**config.mk**
```make
export PLATFORM = sky130hd
export DESIGN_NAME = likelihood_gradient_accumulator
export DESIGN_NICKNAME = d
export VERILOG_FILES = /design/src/rtl/core/lga_pkg.sv /design/src/rtl/core/lga_front.sv /design/src/rtl/core/lga_back.sv /design/src/rtl/core/likelihood_gradient_accumulator.sv
export SDC_FILE = /design/constraint.sdc
export NUM_CORES = 2
export LEC_CHECK = 0
export ABC_CLOCK_PERIOD_IN_PS = 14900
export BUFFER_PORTS_ARGS = -buffer_cell sky130_fd_sc_hd__buf_4
export CAP_MARGIN = 20
export CORE_ASPECT_RATIO = 1.2
export CORE_MARGIN = 2
export CORE_UTILIZATION = 42
export CTS_CLUSTER_SIZE = 40
export DETAILED_ROUTE_END_ITERATION = 12
export GPL_ROUTABILITY_DRIVEN = 1
export PLACE_DENSITY = 0.61
export SKIP_CTS_REPAIR_TIMING = 1
export SYNTH_ARGS = -nofsm -noshare
export SYNTH_HDL_FRONTEND = slang
export SYNTH_SLANG_ARGS = --single-unit
```
**constraint.sdc**
```tcl
create_clock -name clk -period 14.9 [get_ports clk]
set_input_delay 2.235 -clock clk [delete_from_list [all_inputs] [get_ports clk]]
set_output_delay 2.235 -clock clk [all_outputs]
set_load 0.02 [all_outputs]
```
**src/rtl/core/lga_pkg.sv**
```systemverilog
package lga_pkg;

  localparam int ProbBits  = 17;
  localparam int CountBits = 16;
  localparam int AccBits   = 48;

  typedef enum logic [1:0] {
    CFG_COMP_A = 2'd0,
    CFG_COMP_C = 2'd1,
    CFG_COMP_G = 2'd2,
    CFG_COMP_T = 2'd3
  } cfg_idx_t;

  typedef struct packed {
    logic [ProbBits-1:0]  prob_a;
    logic [ProbBits-1:0]  prob_c;
    logic [ProbBits-1:0]  prob_g;
    logic [ProbBits-1:0]  prob_t;
    logic [CountBits-1:0] obs_count;
    logic                 last_item;
  } in_item_t;

  typedef struct packed {
    logic [AccBits-1:0] grad_a;
    logic [AccBits-1:0] grad_c;
    logic [AccBits-1:0] grad_g;
    logic [AccBits-1:0] grad_t;
    logic               sat_flag;
    logic               zero_dot_flag;
  } out_item_t;

endpackage

```
**src/rtl/core/lga_front.sv**
```systemverilog
// Front part: accumulates the dot product over the four components in turn and queues the record.
module lga_front (
  input  logic                   clk,
  input  logic                   rst_n,
  input  logic                   in_push,
  output logic                   in_full,
  input  lga_pkg::in_item_t      in_data,
  input  logic [16:0]            comp_a,
  input  logic [16:0]            comp_c,
  input  logic [16:0]            comp_g,
  input  logic [16:0]            comp_t,
  output logic                   q_valid,
  output lga_pkg::in_item_t      q_item,
  output logic [35:0]            q_dot,
  input  logic                   q_take
);
  import lga_pkg::*;

  typedef enum logic [1:0] {F_IDLE, F_MUL, F_HOLD} fstate_t;

  fstate_t     state_r;
  in_item_t    item_r;
  logic [35:0] dot_r;
  logic [1:0]  k_r;
  logic [16:0] p_sel, c_sel;
  logic [33:0] prod;

  always_comb begin
    case (k_r)
      2'd0:    begin p_sel = item_r.prob_a; c_sel = comp_a; end
      2'd1:    begin p_sel = item_r.prob_c; c_sel = comp_c; end
      2'd2:    begin p_sel = item_r.prob_g; c_sel = comp_g; end
      default: begin p_sel = item_r.prob_t; c_sel = comp_t; end
    endcase
    prod = p_sel * c_sel;
  end

  assign in_full = (state_r != F_IDLE);
  assign q_valid = (state_r == F_HOLD);
  assign q_item  = item_r;
  assign q_dot   = dot_r;

  always_ff @(posedge clk) begin
    if (!rst_n) begin
      state_r <= F_IDLE;
      k_r     <= '0;
    end else begin
      case (state_r)
        F_IDLE: if (in_push) begin
          item_r  <= in_data;
          dot_r   <= '0;
          k_r     <= '0;
          state_r <= F_MUL;
        end
        F_MUL: begin
          dot_r <= dot_r + 36'(prod);
          k_r   <= k_r + 2'd1;
          if (k_r == 2'd3) state_r <= F_HOLD;
        end
        F_HOLD: if (q_take) state_r <= F_IDLE;
        default: state_r <= F_IDLE;
      endcase
    end
  end
endmodule

```
**src/rtl/core/lga_back.sv**
```systemverilog
// Back part: restoring division of count*p*2^32 by the dot product, one
// quotient bit per cycle, four components in turn, each accumulated after its division.
module lga_back (
  input  logic                   clk,
  input  logic                   rst_n,
  input  logic                   q_valid,
  input  lga_pkg::in_item_t      q_item,
  input  logic [35:0]            q_dot,
  output logic                   q_take,
  output logic                   out_empty,
  input  logic                   out_pop,
  output lga_pkg::out_item_t     out_data
);
  import lga_pkg::*;

  localparam int NumBits = 33 + 32;  // numerator bits: count*p (33) scaled by 2^32

  typedef enum logic [1:0] {B_IDLE, B_DIV, B_ACC, B_OUT} bstate_t;

  bstate_t            state_r;
  in_item_t           item_r;
  logic [35:0]        den_r;
  logic [1:0]         k_r;
  logic [6:0]         bit_r;
  logic [NumBits-1:0] num_r;
  logic [36:0]        rem_r;
  logic [AccBits-1:0] quo_r;
  logic               big_r;
  logic [AccBits-1:0] acc_r [4];
  logic               sat_r, zero_r;
  out_item_t          res_r;

  logic [36:0]        rem_sh;
  logic               ge;
  logic [36:0]        rem_nxt;
  logic [AccBits:0]   quo_sh;
  logic [AccBits-1:0] term;
  logic [AccBits:0]   sum;

  function automatic logic [32:0] numer_next(in_item_t it, logic [1:0] k);
    logic [16:0] p;
    case (k)
      2'd0:    p = it.prob_a;
      2'd1:    p = it.prob_c;
      2'd2:    p = it.prob_g;
      default: p = it.prob_t;
    endcase
    return 33'(it.obs_count) * 33'(p);
  endfunction

  always_comb begin
    rem_sh  = {rem_r[35:0], num_r[NumBits-1]};
    ge      = (rem_sh >= {1'b0, den_r});
    rem_nxt = ge ? rem_sh - {1'b0, den_r} : rem_sh;
    quo_sh  = {quo_r, ge};
    term    = big_r ? '1 : quo_r;
    sum     = {1'b0, acc_r[k_r]} + {1'b0, term};
  end

  assign q_take    = (state_r == B_IDLE) && q_valid;
  assign out_empty = (state_r != B_OUT);
  assign out_data  = res_r;

  always_ff @(posedge clk) begin
    if (!rst_n) begin
      state_r <= B_IDLE;
      sat_r   <= 1'b0;
      zero_r  <= 1'b0;
      k_r     <= '0;
      for (int i = 0; i < 4; i++) acc_r[i] <= '0;
    end else begin
      case (state_r)
        B_IDLE: if (q_valid) begin
          item_r <= q_item;
          den_r  <= q_dot;
          if (q_dot == '0) begin
            zero_r <= 1'b1;
            state_r <= B_ACC;
            k_r <= 2'd3;
            big_r <= 1'b0;
            quo_r <= '0;
          end else begin
            state_r <= B_DIV;
            k_r     <= '0;
            bit_r   <= '0;
            rem_r   <= '0;
            quo_r   <= '0;
            big_r   <= 1'b0;
            num_r   <= {numer_next(q_item, 2'd0), 32'd0};
          end
        end
        B_DIV: begin
          rem_r <= rem_nxt;
          quo_r <= quo_sh[AccBits-1:0];
          if (quo_sh[AccBits]) big_r <= 1'b1;
          num_r <= num_r << 1;
          bit_r <= bit_r + 7'd1;
          if (bit_r == 7'(NumBits - 1)) state_r <= B_ACC;
        end
        B_ACC: begin
          if (k_r == 2'd3 && item_r.last_item) begin
            res_r.grad_a <= acc_r[0];
            res_r.grad_c <= acc_r[1];
            res_r.grad_g <= acc_r[2];
            res_r.grad_t <= (den_r != '0) ? (sum[AccBits] ? '1 : sum[AccBits-1:0])
                                          : acc_r[3];
            res_r.sat_flag      <= sat_r | ((den_r != '0) & (big_r | sum[AccBits]));
            res_r.zero_dot_flag <= zero_r;
            for (int i = 0; i < 4; i++) acc_r[i] <= '0;
            sat_r  <= 1'b0;
            zero_r <= 1'b0;
            state_r <= B_OUT;
          end else begin
            if (den_r != '0) begin
              if (big_r || sum[AccBits]) sat_r <= 1'b1;
              acc_r[k_r] <= sum[AccBits] ? '1 : sum[AccBits-1:0];
            end
            if (k_r == 2'd3) begin
              state_r <= B_IDLE;
            end else begin
              k_r     <= k_r + 2'd1;
              state_r <= B_DIV;
              bit_r   <= '0;
              rem_r   <= '0;
              quo_r   <= '0;
              big_r   <= 1'b0;
              num_r   <= {numer_next(item_r, k_r + 2'd1), 32'd0};
            end
          end
        end
        B_OUT: if (out_pop) state_r <= B_IDLE;
        default: state_r <= B_IDLE;
      endcase
    end
  end
endmodule

```
**src/rtl/core/likelihood_gradient_accumulator.sv**
```systemverilog
// Channel   Ports                          Direction
// input     in_push, in_full, in_data      record in
// result    out_empty, out_pop, out_data   gradient sums out
// config    cfg_we, cfg_idx, cfg_wdata     composition write
//
// A record passes through the dot-product unit and then the back part, whose
// restoring divider yields one quotient bit per cycle for each component.
// A record with a zero dot product skips the divider.
// Reset is synchronous; it clears the sums and sets each fraction to 0.25.
// The front part takes the next record while the back part is still dividing;
// a waiting result holds the back part, and then the front part fills up.
module likelihood_gradient_accumulator (
  input  logic                clk,
  input  logic                rst_n,
  input  logic                in_push,
  output logic                in_full,
  input  lga_pkg::in_item_t   in_data,
  output logic                out_empty,
  input  logic                out_pop,
  output lga_pkg::out_item_t  out_data,
  input  logic                cfg_we,
  input  logic [1:0]          cfg_idx,
  input  logic [16:0]         cfg_wdata
);
  import lga_pkg::*;

  logic [16:0] comp_r [4];
  logic        q_valid, q_take;
  in_item_t    q_item;
  logic [35:0] q_dot;

  always_ff @(posedge clk) begin
    if (!rst_n) begin
      for (int i = 0; i < 4; i++) comp_r[i] <= 17'd16384;
    end else if (cfg_we) begin
      case (cfg_idx_t'(cfg_idx))
        CFG_COMP_A: comp_r[0] <= cfg_wdata;
        CFG_COMP_C: comp_r[1] <= cfg_wdata;
        CFG_COMP_G: comp_r[2] <= cfg_wdata;
        CFG_COMP_T: comp_r[3] <= cfg_wdata;
        default: ;
      endcase
    end
  end

  lga_front u_front (
    .clk, .rst_n, .in_push, .in_full, .in_data,
    .comp_a(comp_r[0]), .comp_c(comp_r[1]), .comp_g(comp_r[2]), .comp_t(comp_r[3]),
    .q_valid, .q_item, .q_dot, .q_take
  );

  lga_back u_back (
    .clk, .rst_n, .q_valid, .q_item, .q_dot, .q_take,
    .out_empty, .out_pop, .out_data
  );
endmodule

```
==> impl_metrics.toml <==
[pwr]
power.share.clock_pct = 15.7
vdd_drop_max_mv = 0.510
comb_power_share_pct = 64.6
leakage_nw = 31.6
power_mw = 15.2
p_int_mw = 8.36
power.share.sequential_pct = 19.6
switching_share_pct = 45.1
p_sw_mw = 6.87
powerDensity_nw_per_um2 = 210

[worst_setup_path]
r2r_cells = 25
cp_slowest_cell = "ha_1"
critical_path_required_ns = 15.35
r2r_start = "u_back.k_r[0]"
worstPathArrival_ns = 8.78
cpPeakStageDelay_ns = 0.91
worstSetupEndpoint = "u_back.num_r[63]"
start_kind = "register"
crit_start = "u_back.k_r[0]"
path_common_cell = "fa_1"
criticalPathCategory = "register to register"
r2r_setup_slack_ns = 6.57
cp-end-kind = "register"
path_max_fanout = 21
r2r-end = "u_back.num_r[63]"

[place]
placed_cells_incl_taps = 8126
placed_cell_area_sq_um = 69300
place_congestion = 0.910
dpl.hpwl_um = 129000
io_buffers = 304

[routing]
vias = 44600
wl_per_cell_um = 21.0
drt-total-wl_um = 175000
first_pass_iters = 8
ant_nets = 0
drt_iter0_markers = 3325
viasPerCell = 5.38
drc_errors = 0

[synth]
synth_top_cell_by_area = "edfxtp_1"
synth-seq-cells = 833
synthCells = 5985
yosysWarningCount = 0
synth.area.top_cells = "edfxtp_1, fa_1, ha_1"
synthFlopType = "edfxtp_1"
synth-edff-count = 821
synth_top_area_share_pct = 38.1
synth_most_common_cell = "inv_1"
syn_avg_cell_area_sq_um = 10.8
ys_top_cells_by_count = "inv_1, edfxtp_1, nand2_1"
seq_area_frac_synth_pct = 38.5
syn_area_sq_um = 64700
synthArstFlopShare_pct = 0
synth_nets = 7190
synth_cell_types = 88

[cells_and_area]
design_area_sq_um = 72600
regArea_sq_um = 24900
area_growth_pct = 12.3
multi_input_area_sq_um = 35500
fillers = 14100
nNetsFinal = 7441
finalNonFillerCells = 8297
drive_above_1_share_pct = 11.5

[floorplan]
die_h_um = 434
die-area_sq_um = 157000
pin_count = 305
std_cell_rows = 157
core_area_sq_um = 153000
die_x_um = 362
start_util_pct = 42.3

[sta]
finClkSkew_ns = 0.0760
fin_crit_ns = 8.33
report.final.slew_viol_count = 0
setup_violations = 0
post-route-period-util_pct = 55.9
fmax_ghz = 0.120
hold_viol_final = 0
tightest_slew_ns = 1.10
fin_tns_setup_ns = 0
grt_setup_unrepaired = "false"
slew_headroom_pct = 26.4
whs_ns = 0.396

[outcome]
status = "finished, final reports clean"

[global_route]
grt_max_degree = 100
grt_pass1_vias = 46600
antenna_found_initial = 3
grt_overflow = 0
grt_first_pass_wirelength_um = 271000
gr-usage-all-layers_pct = 22.4

[run]
cap_violations = 0

[cts]
tritoncts = "yes"
cts_sinks = 833
clock_latency_ns = 0.75
cts_htree_levels = 3
numCtsBuffers = 90
clk_pin_slew_ns = 0.07
cts-root-buf = "clkbuf_16"
clockBufferDepth = 3

[min_path]
hold_depth = 0
min_path_type = "register to register"
==> through the flow <==
| stage | worst slack (ns) | utilization [%] |
|---|---|---|
| finish | 6.57 | 47.5 |
| global placement | 6.86 | 45.4 |
| global route | 6.23 | 47.5 |
| CTS | 6.62 | 47.4 |
| detailed placement | 6.71 | 45.4 |
| floorplan | 3.66 | - |
==> critical path, delay by kind of cell, from the launching register on <==
family | cells | cell delay (ns)
fa+ha+maj | 8 | 4.33
buf+inv | 4 | 0.43
xor+xnor | 1 | 0.16
mux | 1 | 0.27
simple gates | 1 | 0.12
flops | 1 | 0.42
compound gates | 10 | 2.28
==> per-layer routing <==
| metal | GRT usage [%] | part of all wire [%] | vias to the layer above |
|---|---|---|---|
| met3 | 3.01 | 5.9 | 303 |
| met5 | 0 | 0 | - |
| met4 | 7.82 | 3.4 | 0 |
| met1 | 29.1 | 41 | 22600 |
| li1 | - | - | 20200 |
| met2 | 38.5 | 49 | 1509 |
==> layout make-up <==
type	instances	area share, %
well taps	1987	3.43
inverters	926	4.79
clock inverters	67	1.22
multi-input cells	3981	48.9
diodes	1	0.00345
flip-flops and latches	833	34.3
clock buffers	98	3.14
repair buffers	404	4.23
==> registers in the layout, summed over array words and instances (netlist names), named ones only <==
register,flops
u_back.num_r,33
out_data,144
u_back.k_r,2
u_back.zero_r,1
comp_r,68
u_front.state_r,2
u_back.rem_r,36
u_back.out_data,50
u_back.state_r,2
u_back.den_r,36
u_back.bit_r,7
u_front.k_r,2
u_back.item_r,85
u_back.acc_r,192
u_front.q_item,85
u_back.quo_r,48
u_back.big_r,1
u_front.q_dot,36
u_back.sat_r,1
==> cells in the final DEF (no fill, tap or decap), types with 10 or more instances in the layout <==
cell       synthesis  final
mux2i_1           40     36
nor2_1           522    520
a22oi_1           34     34
bufinv_16          0     14
inv_1            924    923
nand2_1          732    725
fa_1             676    676
a31oi_1           21     21
and2_1           360    359
o21bai_1          28     27
mux4_2            48     48
o21ai_0          102     98
nand2b_1          25     25
a211oi_1          19     19
buf_4              0    399
clkbuf_16          0     90
o21a_1            24     24
xnor2_1           97     97
mux2_2            20     20
nor2b_1           29     29
a21o_1            78     78
nand3_1           36     35
dfxtp_1           12     10
xor2_1            53     53
nor4_1            25     25
nand4_1           31     31
ha_1             420    419
clkinv_2           0     18
a21oi_1          259    259
or2_2             56     56
nor3_1            28     28
a222oi_1          31     31
a221oi_1          14     14
a21boi_0          28     28
edfxtp_1         821    821
o211ai_1          11     11
==> logic make-up after synthesis <==
| kind of cell | share of synthesized area [%] |
|---|---|
| XOR/XNOR | 2.03 |
| multiplexers | 2.66 |
| flip-flops | 38.5 |
| AO/OA/AOI/OAI | 7.64 |
| buffers and inverters | 6.82 |
| adder cells (fa/ha/maj) | 29.1 |
| AND/OR/NAND/NOR | 13.3 |
==> power groups by stage <==
stage / combinational, mW / sequential [mW] / clock [mW]
floorplan: 7.46 / 2.98 / 0
global placement: 9.65 / 3.04 / 0
detailed placement: 9.79 / 3.04 / 0
CTS: 9.85 / 2.99 / 2.45
global route: 11.1 / 3.00 / 2.53
finish: 9.84 / 2.99 / 2.40
==> worst min-delay path by stage <==
stage | start | end | slack (ns)
floorplan | u_front.q_item[0] | u_back.item_r[0] | 0.40
global placement | u_back.acc_r[1][21] | out_data[119] | 0.43
detailed placement | u_back.acc_r[2][30] | out_data[80] | 0.43
CTS | u_back.acc_r[2][19] | out_data[69] | 0.39
global route | u_back.acc_r[2][19] | out_data[69] | 0.42
finish | u_back.acc_r[2][19] | out_data[69] | 0.40
(Power assumes the default switching activity.)
